File: src/mst_pkg.sv
// ----------------------------------------------------------------------------
// mst_pkg
// Shared constants and helpers for the range-max segment tree.
// ----------------------------------------------------------------------------
package mst_pkg;

  localparam int DATA_W = 64;

  localparam logic [DATA_W-1:0] MOST_NEG = {1'b1, {(DATA_W-1){1'b0}}};

  localparam logic OP_UPDATE = 1'b0;
  localparam logic OP_QUERY  = 1'b1;

  function automatic logic [DATA_W-1:0] smax(input logic signed [DATA_W-1:0] a,
                                             input logic signed [DATA_W-1:0] b);
    return (a >= b) ? a : b;
  endfunction

endpackage

File: src/mst_ctrl.sv
// ----------------------------------------------------------------------------
// mst_ctrl
// Sequencer: clearing pass, leaf-to-root update walk, bottom-up range query,
// and the result output register.
// ----------------------------------------------------------------------------
module mst_ctrl
  import mst_pkg::*;
#(
  parameter int LEAVES = 1024,
  localparam int IDX_W = $clog2(LEAVES),
  localparam int AW    = IDX_W + 1,
  localparam int RW    = IDX_W + 1
) (
  input  logic                     clk,
  input  logic                     rst,
  input  logic                     in_valid,
  output logic                     in_stall,
  input  logic                     opcode,
  input  logic [IDX_W-1:0]         leaf_index,
  input  logic signed [DATA_W-1:0] new_value,
  input  logic [RW-1:0]            range_low,
  input  logic [RW-1:0]            range_high,
  output logic                     out_valid,
  input  logic                     out_stall,
  output logic signed [DATA_W-1:0] range_max,
  output logic                     mem_we,
  output logic [AW-1:0]            mem_waddr,
  output logic [DATA_W-1:0]        mem_wdata,
  output logic                     mem_re,
  output logic [AW-1:0]            mem_raddr,
  input  logic [DATA_W-1:0]        mem_rdata
);

  localparam int QW = IDX_W + 2;

  typedef enum logic [4:0] {
    S_CLEAR = 5'b00001,
    S_IDLE  = 5'b00010,
    S_UPD   = 5'b00100,
    S_QRY   = 5'b01000,
    S_QEND  = 5'b10000
  } state_t;

  state_t            state;
  logic [AW-1:0]     clr_addr;
  logic [AW-1:0]     cur_node;
  logic [DATA_W-1:0] cur_val;
  logic              upd_first;
  logic [QW-1:0]     ql;
  logic [QW-1:0]     qr;
  logic              qphase;
  logic              pend;
  logic [DATA_W-1:0] acc;

  logic [AW-1:0]     upd_node;
  logic [DATA_W-1:0] upd_val;
  logic [QW-1:0]     qr_m1;
  logic              q_open;
  logic [RW-1:0]     lo_sat;
  logic [RW-1:0]     hi_sat;
  logic              out_free;

  assign in_stall = (state != S_IDLE);
  assign out_free = !out_valid || !out_stall;
  assign qr_m1    = qr - QW'(1);
  assign q_open   = (ql < qr);
  assign lo_sat   = (range_low  > RW'(LEAVES)) ? RW'(LEAVES) : range_low;
  assign hi_sat   = (range_high > RW'(LEAVES)) ? RW'(LEAVES) : range_high;
  assign upd_node = upd_first ? cur_node : (cur_node >> 1);
  assign upd_val  = upd_first ? cur_val : smax(cur_val, mem_rdata);

  always_comb begin
    mem_we    = 1'b0;
    mem_waddr = clr_addr;
    mem_wdata = MOST_NEG;
    mem_re    = 1'b0;
    mem_raddr = ql[AW-1:0];
    case (state)
      S_CLEAR: begin
        mem_we = 1'b1;
      end
      S_UPD: begin
        mem_we    = 1'b1;
        mem_waddr = upd_node;
        mem_wdata = upd_val;
        mem_re    = (upd_node != AW'(1));
        mem_raddr = upd_node ^ AW'(1);
      end
      S_QRY: begin
        if (!qphase) begin
          mem_re    = q_open && ql[0];
          mem_raddr = ql[AW-1:0];
        end else begin
          mem_re    = qr[0];
          mem_raddr = qr_m1[AW-1:0];
        end
      end
      default: begin
      end
    endcase
  end

  always_ff @(posedge clk) begin
    if (rst) begin
      state     <= S_CLEAR;
      clr_addr  <= '0;
      out_valid <= 1'b0;
      upd_first <= 1'b0;
      qphase    <= 1'b0;
      pend      <= 1'b0;
    end else begin
      if (out_valid && !out_stall) begin
        out_valid <= 1'b0;
      end
      case (state)
        S_CLEAR: begin
          clr_addr <= clr_addr + AW'(1);
          if (clr_addr == {AW{1'b1}}) begin
            state <= S_IDLE;
          end
        end
        S_IDLE: begin
          if (in_valid) begin
            if (opcode == OP_UPDATE) begin
              cur_node  <= {1'b1, leaf_index};
              cur_val   <= new_value;
              upd_first <= 1'b1;
              state     <= S_UPD;
            end else begin
              ql     <= QW'(lo_sat) + QW'(LEAVES);
              qr     <= QW'(hi_sat) + QW'(LEAVES);
              acc    <= MOST_NEG;
              qphase <= 1'b0;
              pend   <= 1'b0;
              state  <= S_QRY;
            end
          end
        end
        S_UPD: begin
          upd_first <= 1'b0;
          cur_node  <= upd_node;
          cur_val   <= upd_val;
          if (upd_node == AW'(1)) begin
            state <= S_IDLE;
          end
        end
        S_QRY: begin
          pend <= mem_re;
          if (pend) begin
            acc <= smax(acc, mem_rdata);
          end
          if (!qphase) begin
            if (q_open) begin
              if (ql[0]) begin
                ql <= ql + QW'(1);
              end
              qphase <= 1'b1;
            end else begin
              state <= S_QEND;
            end
          end else begin
            ql     <= ql >> 1;
            qr     <= (qr[0] ? qr_m1 : qr) >> 1;
            qphase <= 1'b0;
          end
        end
        S_QEND: begin
          if (out_free) begin
            range_max <= acc;
            out_valid <= 1'b1;
            state     <= S_IDLE;
          end
        end
        default: begin
          state <= S_IDLE;
        end
      endcase
    end
  end

`ifndef SYNTHESIS
  a_we_state: assert property (@(posedge clk) disable iff (rst)
    mem_we |-> (state == S_CLEAR || state == S_UPD))
    else $error("node write outside clear or update");

  a_rw_apart: assert property (@(posedge clk) disable iff (rst)
    (mem_we && mem_re) |-> (mem_waddr != mem_raddr))
    else $error("read and write hit the same node");

  a_rd_node: assert property (@(posedge clk) disable iff (rst)
    mem_re |-> (mem_raddr != '0))
    else $error("read of unused node zero");

  a_out_src: assert property (@(posedge clk) disable iff (rst)
    $rose(out_valid) |-> $past(state == S_QEND))
    else $error("result raised outside query end");

  a_upd_end: assert property (@(posedge clk) disable iff (rst)
    (state == S_UPD && upd_node == AW'(1)) |=> (state == S_IDLE))
    else $error("update walk did not stop at root");
`endif

endmodule

File: config.mk
export PLATFORM = sky130hd
export DESIGN_NAME = mst_ctrl
export DESIGN_NICKNAME = d
export VERILOG_FILES = /design/src/mst_pkg.sv /design/src/mst_ctrl.sv
export SDC_FILE = /design/constraint.sdc
export NUM_CORES = 1
export LEC_CHECK = 0
export ABC_AREA = 1
export BUFFER_PORTS_ARGS = -buffer_cell sky130_fd_sc_hd__buf_4
export CAP_MARGIN = 10
export CORE_MARGIN = 4
export CORE_UTILIZATION = 50
export DETAILED_ROUTE_END_ITERATION = 6
export PLACE_DENSITY = 0.74
export SLEW_MARGIN = 20
export SYNTH_ARGS = -nofsm -noshare
export SYNTH_HDL_FRONTEND = slang
export SYNTH_SLANG_ARGS = --single-unit
File: constraint.sdc
create_clock -name clk -period 13.4 [get_ports clk]
set_input_delay 1.34 -clock clk [delete_from_list [all_inputs] [get_ports clk]]
set_output_delay 1.34 -clock clk [all_outputs]
set_load 0.1 [all_outputs]
==> results by group, run 1 <==
Status
  • Status: finished, final reports clean

CTS
  • CTS Buffer Depth: 3
  • Reg clk slew, reported paths: around 60 ps
  • Clock Latency Late Sink: approximately 540 ps
  • Root Driver: clkbuf_16
  • H-tree depth: 1
  • CTS sink count: about 250
  • Post_cts resized: 0
  • CTS Buf Count: 28
  • TritonCTS clock tree: yes
  • Post-CTS Setup Bufs: 0
  • CTS Hold Bufs: 0

Flow run
  • Max Cap Viol: 0

Hold path
  • Worst hold path startpoint: acc[0]
  • Worst Hold Path Cells: 0
  • Worst Hold Endpoint: range_max[0]
  • HP Class: flop to flop

Global routing
  • First-pass GRT wire length: 68520 µm
  • Total track usage: 25.60%
  • GRT busiest layer: met2
  • Vias in the first global route: roughly 13000
  • Grt total ovfl: 0
  • Met2 usage: approximately 44%
  • Initial antenna violation count: 1
  • Largest net degree at the start of global routing: approximately 90
  • Met3 Resource Use GR: under 10%
  • Met1 usage: approximately a third

Power
  • VDD IR max: 0.08022 mV
  • Cell area power density: ~100 nW/µm²
  • Leak Pwr: roughly 9.2 nW

Synthesis
  • Syn Area/Cell: slightly below 9 µm²
  • Syn Nets: approximately 2000
  • Seq/Total Area, Yosys: 48.09%
  • Yosys cell types: 47
  • Main synth FF type: edfxtp_1
  • Post-synthesis cell count: 1703
  • Area leader, netlist: edfxtp_1
  • Top cell type's share of synthesized area: ~45%
  • Synth Cell Area: 15010 µm²
  • Post-synth EDFFs: 227
  • Yosys reg bits: between 200 and 250
  • Count leader, synth: nand2_1
  • Yosys warnings: 0
  • Asr flop ratio synth: 0%
  • Synth cell count leaders: nand2_1 (406), inv_1 (285), edfxtp_1 (227)
  • Synth top area cells: edfxtp_1 (45%), ha_1 (12%), nand2_1 (10%)

Routing
  • Vias/cell: between 5 and 6
  • Drt total wl: ~44000 µm
  • Pre-Repair DR Iteration Count: 5
  • Wire per inst: approximately 18 µm
  • Post-route ant nets: 0
  • Drt drc: 0
  • Initial DRC count: around 1200
  • Via Count: approximately 13000

Final layout
  • Nets: 2311
  • Multi-input logic area: ~6400 µm²
  • Final non-filler cell area: around 19000 µm²
  • Share of cells above drive strength 1: 20.30%
  • Reg area: between 7000 and 8000 µm²
  • Area Growth Syn to Fin: 23.85%
  • Fill cells: ~2500

Timing
  • Fmax: roughly 150 MHz
  • Fin. max-slew vios: 0
  • Final Hold Vio Count: 0
  • Fin crit share: between 40% and 50%
  • Final Setup Violations: 0
  • Clk_skew: between 15 and 20 ps
  • Slew headroom: between 20 and 30%
  • Tmin final: between 6000 and 7000 ps
  • Slew @ Worst Pin: ~1100 ps
  • Worst Slack Setup Final: 6947 ps
  • Setup repair after global routing missed its margin: false
  • Setup TNS Final: 0 ps
  • Min Hold Slack: around 450 ps

Worst setup path
  • Reg2Reg Depth: 7
  • CP cell instances: buf_4 -> inv_1 -> ha_1 -> a21oi_1 -> o21ai_0 -> a21oi_1 -> nand2_1 -> a21oi_1 -> nand2_1 -> nand2_2 -> nand3_4 -> nand2_1 -> nand3_1 -> inv_1 -> buf_4
  • WP data required: around 12000 ps
  • Crit path max fanout: between 60 and 70
  • Critical Path Source Type: primary input
  • Reg2reg setup slack: 8900 ps
  • Slowest-stage cell, CP: nand3_4
  • Critical Path End Type: primary output
  • Critical path type: primary input to primary output
  • R2r startpoint: state[2]
  • Crit-path max cell delay: 780 ps
  • Reg2reg end: cur_val[25]
  • Arr. time, crit path: approximately 5000 ps

Floorplan
  • Initial Utilization: between 50% and 60%
  • I/O pin count: between 300 and 400
  • Die Wd: around 180 µm
  • Core area: 29640 µm²
  • Row Count: 63
  • Area of the die: 32850 µm²
  • DIE HEIGHT: around 180 µm

Place
  • Placed cell area: 17670 µm²
  • Port bufs: ~320
  • Hpwl dp: 32290 µm
  • Final RePlAce weighted congestion: approximately 0.9
  • Place WS: just under 7000 ps
==> critical path: cells and delay by family <==
family | cells | cell delay, ps
adder cells (fa/ha/maj) | 1 | 400
AO/OA/AOI/OAI | 4 | 760
AND/OR/NAND/NOR | 6 | 1950
buffers and inverters | 4 | 630
==> how the worst max path moves through the flow <==
stage	slack, ps	from	endpoint	depth (start not counted)
after global routing	6660	mem_rdata[63]	mem_wdata[2]	15
after global placement	7020	mem_rdata[63]	mem_wdata[1]	15
final	6950	mem_rdata[63]	mem_wdata[2]	15
after CTS	6910	mem_rdata[63]	mem_wdata[2]	15
after floorplan	6980	out_stall	range_max[0]	3
after detailed placement	6930	mem_rdata[63]	mem_wdata[2]	15
==> layout by cell type, fill, tap and decap left out, types with 4 or more instances in the layout <==
cell type  netlist  layout
nand3_1         95      95
buf_4            7     328
nand2_1        406     406
dfxtp_1         20      20
nand3_2          7       7
a21o_1           4       4
nor2_2           3       4
o21ai_0         54      54
inv_2            7       8
nand4_2          5       5
a21oi_1         89      86
edfxtp_1       227     227
nor4_1           9       9
nand4_1         78      78
ha_1           143     143
clkinv_2         0       5
o221ai_1        11      11
clkbuf_1        25       5
inv_1          285     284
o211ai_1        10      10
xor2_1          11      11
o21a_1           5       5
nor2_1         130     129
clkinv_1         3       6
clkbuf_16        0      30
nor3_1          12      11
==> state kept, by name (all words and copies together) (netlist names) <==
signal and cells:
clr_addr 11, qphase 1, qr 12, pend 1, acc 64, upd_first 1, range_max 64, ql 12
state 5, cur_val 64, cur_node 11, out_valid 1
==> cell type report <==
class | count | area share, %
timing repair buffer | 328 | 13.25
tap | 390 | 2.626
antenna | 1 | 0.01346
inverter | 295 | 5.958
clock buffer | 41 | 4.443
multi-input combinational | 1103 | 34.44
sequential | 247 | 38.83
clock inverter | 11 | 0.4376
==> report_power, final <==
group | total, mW | switching, mW | internal, mW
logic | 0.253 | 0.164 | 0.0893
registers | 0.859 | 0.00899 | 0.850
clock network | 0.760 | 0.315 | 0.445
==> through the flow <==
| stage | instances | utilization, % | power, mW |
|---|---|---|---|
| floorplan | 1703 | - | 1.037 |
| global placement | 2363 | 59.63 | 1.119 |
| detailed placement | 2363 | 59.63 | 1.126 |
| CTS | 2415 | 62.69 | 1.879 |
| global route | 2415 | 62.70 | 1.942 |
| finish | 2416 | 62.71 | 1.872 |
==> routing by layer <==
metal  share of wire (%)  vias to the layer above
li1                    -                     6329
met1                  40                     6203
met2                  49                      610
met3                 8.0                       89
met4                 3.1                        2
met5               0.045                        -
==> cell families (layout without fill, tap and decap cells) <==
kind of cell | after synthesis | in the layout | share of synthesized area (%)
muxes | 1 | 1 | 0.06670
and+or+nand+nor | 763 | 763 | 22.74
xor gates and xnor gates | 12 | 12 | 0.7003
other | 0 | 1 | 0
adders and majority gates | 143 | 143 | 11.92
AOI/OAI and AO/OA | 184 | 184 | 6.954
buffers and inverters | 353 | 675 | 9.530
DFF | 247 | 247 | 48.09
No activity file was read; power rests on OpenSTA's default activity.
==> run 2: changes to the inputs <==
Clock period 13.4 ns to 6.53 ns, I/O delays scaled along.
==> results by group, run 2 (synthesis results as in run 1) <==
Status
  • Status: finished, final reports clean

Timing
  • Min Hold Slack: approximately 370 ps
  • Clk_skew: around 28 ps
  • Setup repair after global routing missed its margin: false
  • Final Setup Violations: 0
  • Final Hold Vio Count: 0
  • Fmax: 213.4 MHz
  • Setup TNS Final: 0 ps
  • Fin crit share: approximately 70%
  • Slew @ Worst Pin: 1114 ps
  • Tmin final: roughly 4700 ps
  • Slew headroom: ~26%
  • Fin. max-slew vios: 0

Place
  • Port bufs: ~320
  • Final RePlAce weighted congestion: slightly above 0.9
  • Placed cell area: between 15000 and 20000 µm²
  • Post-placement cell count: 2365
  • Hpwl dp: ~32000 µm

Final layout
  • Final core utilization: 62.73%
  • Fill cells: 2521
  • Non-filler cells, final: about 2400
  • Antenna cells: 0
  • Final non-filler cell area: 18590 µm²
  • Nets: between 2000 and 2500
  • Most frequent cells in the layout: nand2_1 (406), buf_4 (330), inv_1 (284)
  • Biggest regs: acc (64), cur_val (64), range_max (64)
  • Area Growth Syn to Fin: 23.89%
  • Share of cells above drive strength 1: about a fifth
  • Commonest non-fill, non-tap cell in the layout: nand2_1

Global routing
  • Total track usage: between 20 and 30%
  • Met1 usage: between 30% and 40%
  • First-pass GRT wire length: 68580 µm
  • Met3 Resource Use GR: between 4 and 5%
  • Vias in the first global route: between 10000 and 15000
  • GRT busiest layer: met2
  • Initial antenna violation count: 1
  • Largest net degree at the start of global routing: 91
  • Grt total ovfl: 0
  • Met2 usage: between 40% and 50%

Power
  • Cell area power density: 205.6 nW/µm²
  • Leak Pwr: roughly 9.2 nW
  • VDD IR max: roughly 0.3 mV

CTS
  • CTS Hold Bufs: 0
  • Clock Latency Late Sink: between 500 and 600 ps
  • Reg clk slew, reported paths: around 60 ps
  • CTS Buf Count: 28
  • CTS sink count: about 250
  • TritonCTS clock tree: yes
  • Root Driver: clkbuf_16
  • Post-CTS Setup Bufs: 0
  • H-tree depth: 1
  • Post_cts resized: 0
  • CTS Buffer Depth: 3

Floorplan
  • DIE HEIGHT: roughly 180 µm
  • Area of the die: 32850 µm²
  • Row Count: between 60 and 70
  • I/O pin count: 319
  • Core area: around 30000 µm²
  • Initial Utilization: between 50% and 60%
  • Die Wd: 181.2 µm

Routing
  • Via Count: 13170
  • Drt drc: 0
  • Vias/cell: around 5.4
  • Pre-Repair DR Iteration Count: 7
  • Drt total wl: 44020 µm
  • Post-route ant nets: 0
  • Initial DRC count: 944
  • Wire per inst: 18.21 µm

Hold path
  • HP Class: primary input to flop

Worst setup path
  • Arr. time, crit path: a little over 4000 ps
  • Critical path type: flop to primary output
  • Critical Path End Type: primary output
  • Critical Path Source Type: flop
  • Crit path max fanout: 64
  • WP data required: 5880 ps

Flow run
  • Max Cap Viol: 0
## run 2: critical path, stage by stage, from the launching register on
cell and delay [ps]:
edfxtp_1 430, ha_1 310, nand2_1 80, nor2_1 170, nand3_1 150, nor3_2 350
nand2_1 120, nand3_2 130, nand2_2 70, nand3_2 100, nand3_4 690, nand2_1 260
nand3_1 190, inv_1 120, buf_4 300
## run 2: final cells by class
type                            instances  area (µm²)  share of cell area, %
Sequential cell                       247        7217                  38.82
Multi-Input combinational cell       1103        6399                  34.42
Timing Repair Buffer                  330        2477                  13.33
Inverter                              295        1107                  5.956
Clock buffer                           38       800.8                  4.307
Tap cell                              390       488.0                  2.625
Clock inverter                         14       102.6                 0.5519
## run 2: final timing paths
path	end	from	cells past startpoint	slack (ps)
max	mem_wdata[42]	cur_val[22]	14	1840
min	cur_val[48]	new_value[48]	3	370
max reg2reg	cur_val[1]	cur_val[22]	13	2990
min reg2reg	range_max[0]	acc[0]	0	440
## run 2: power breakdown
group	internal, mW	switching [mW]	leakage (nW)
sequential	1.74	0.0180	2.22
clock	0.897	0.642	0.444
combinational	0.183	0.338	6.58
## run 2: metrics by stage
stage / setup WS [ps] / power, mW
finish: 1843 / 3.823
global route: 1569 / 3.965
CTS: 1808 / 3.845
detailed placement: 2017 / 2.311
global placement: 2068 / 2.297
floorplan: 696.4 / 2.128
## run 2: routing by layer
layer	wire, µm	vias to the layer above
met5	13	-
met4	1965	2
met1	17770	6127
li1	-	6334
met2	21020	592
met3	3250	114
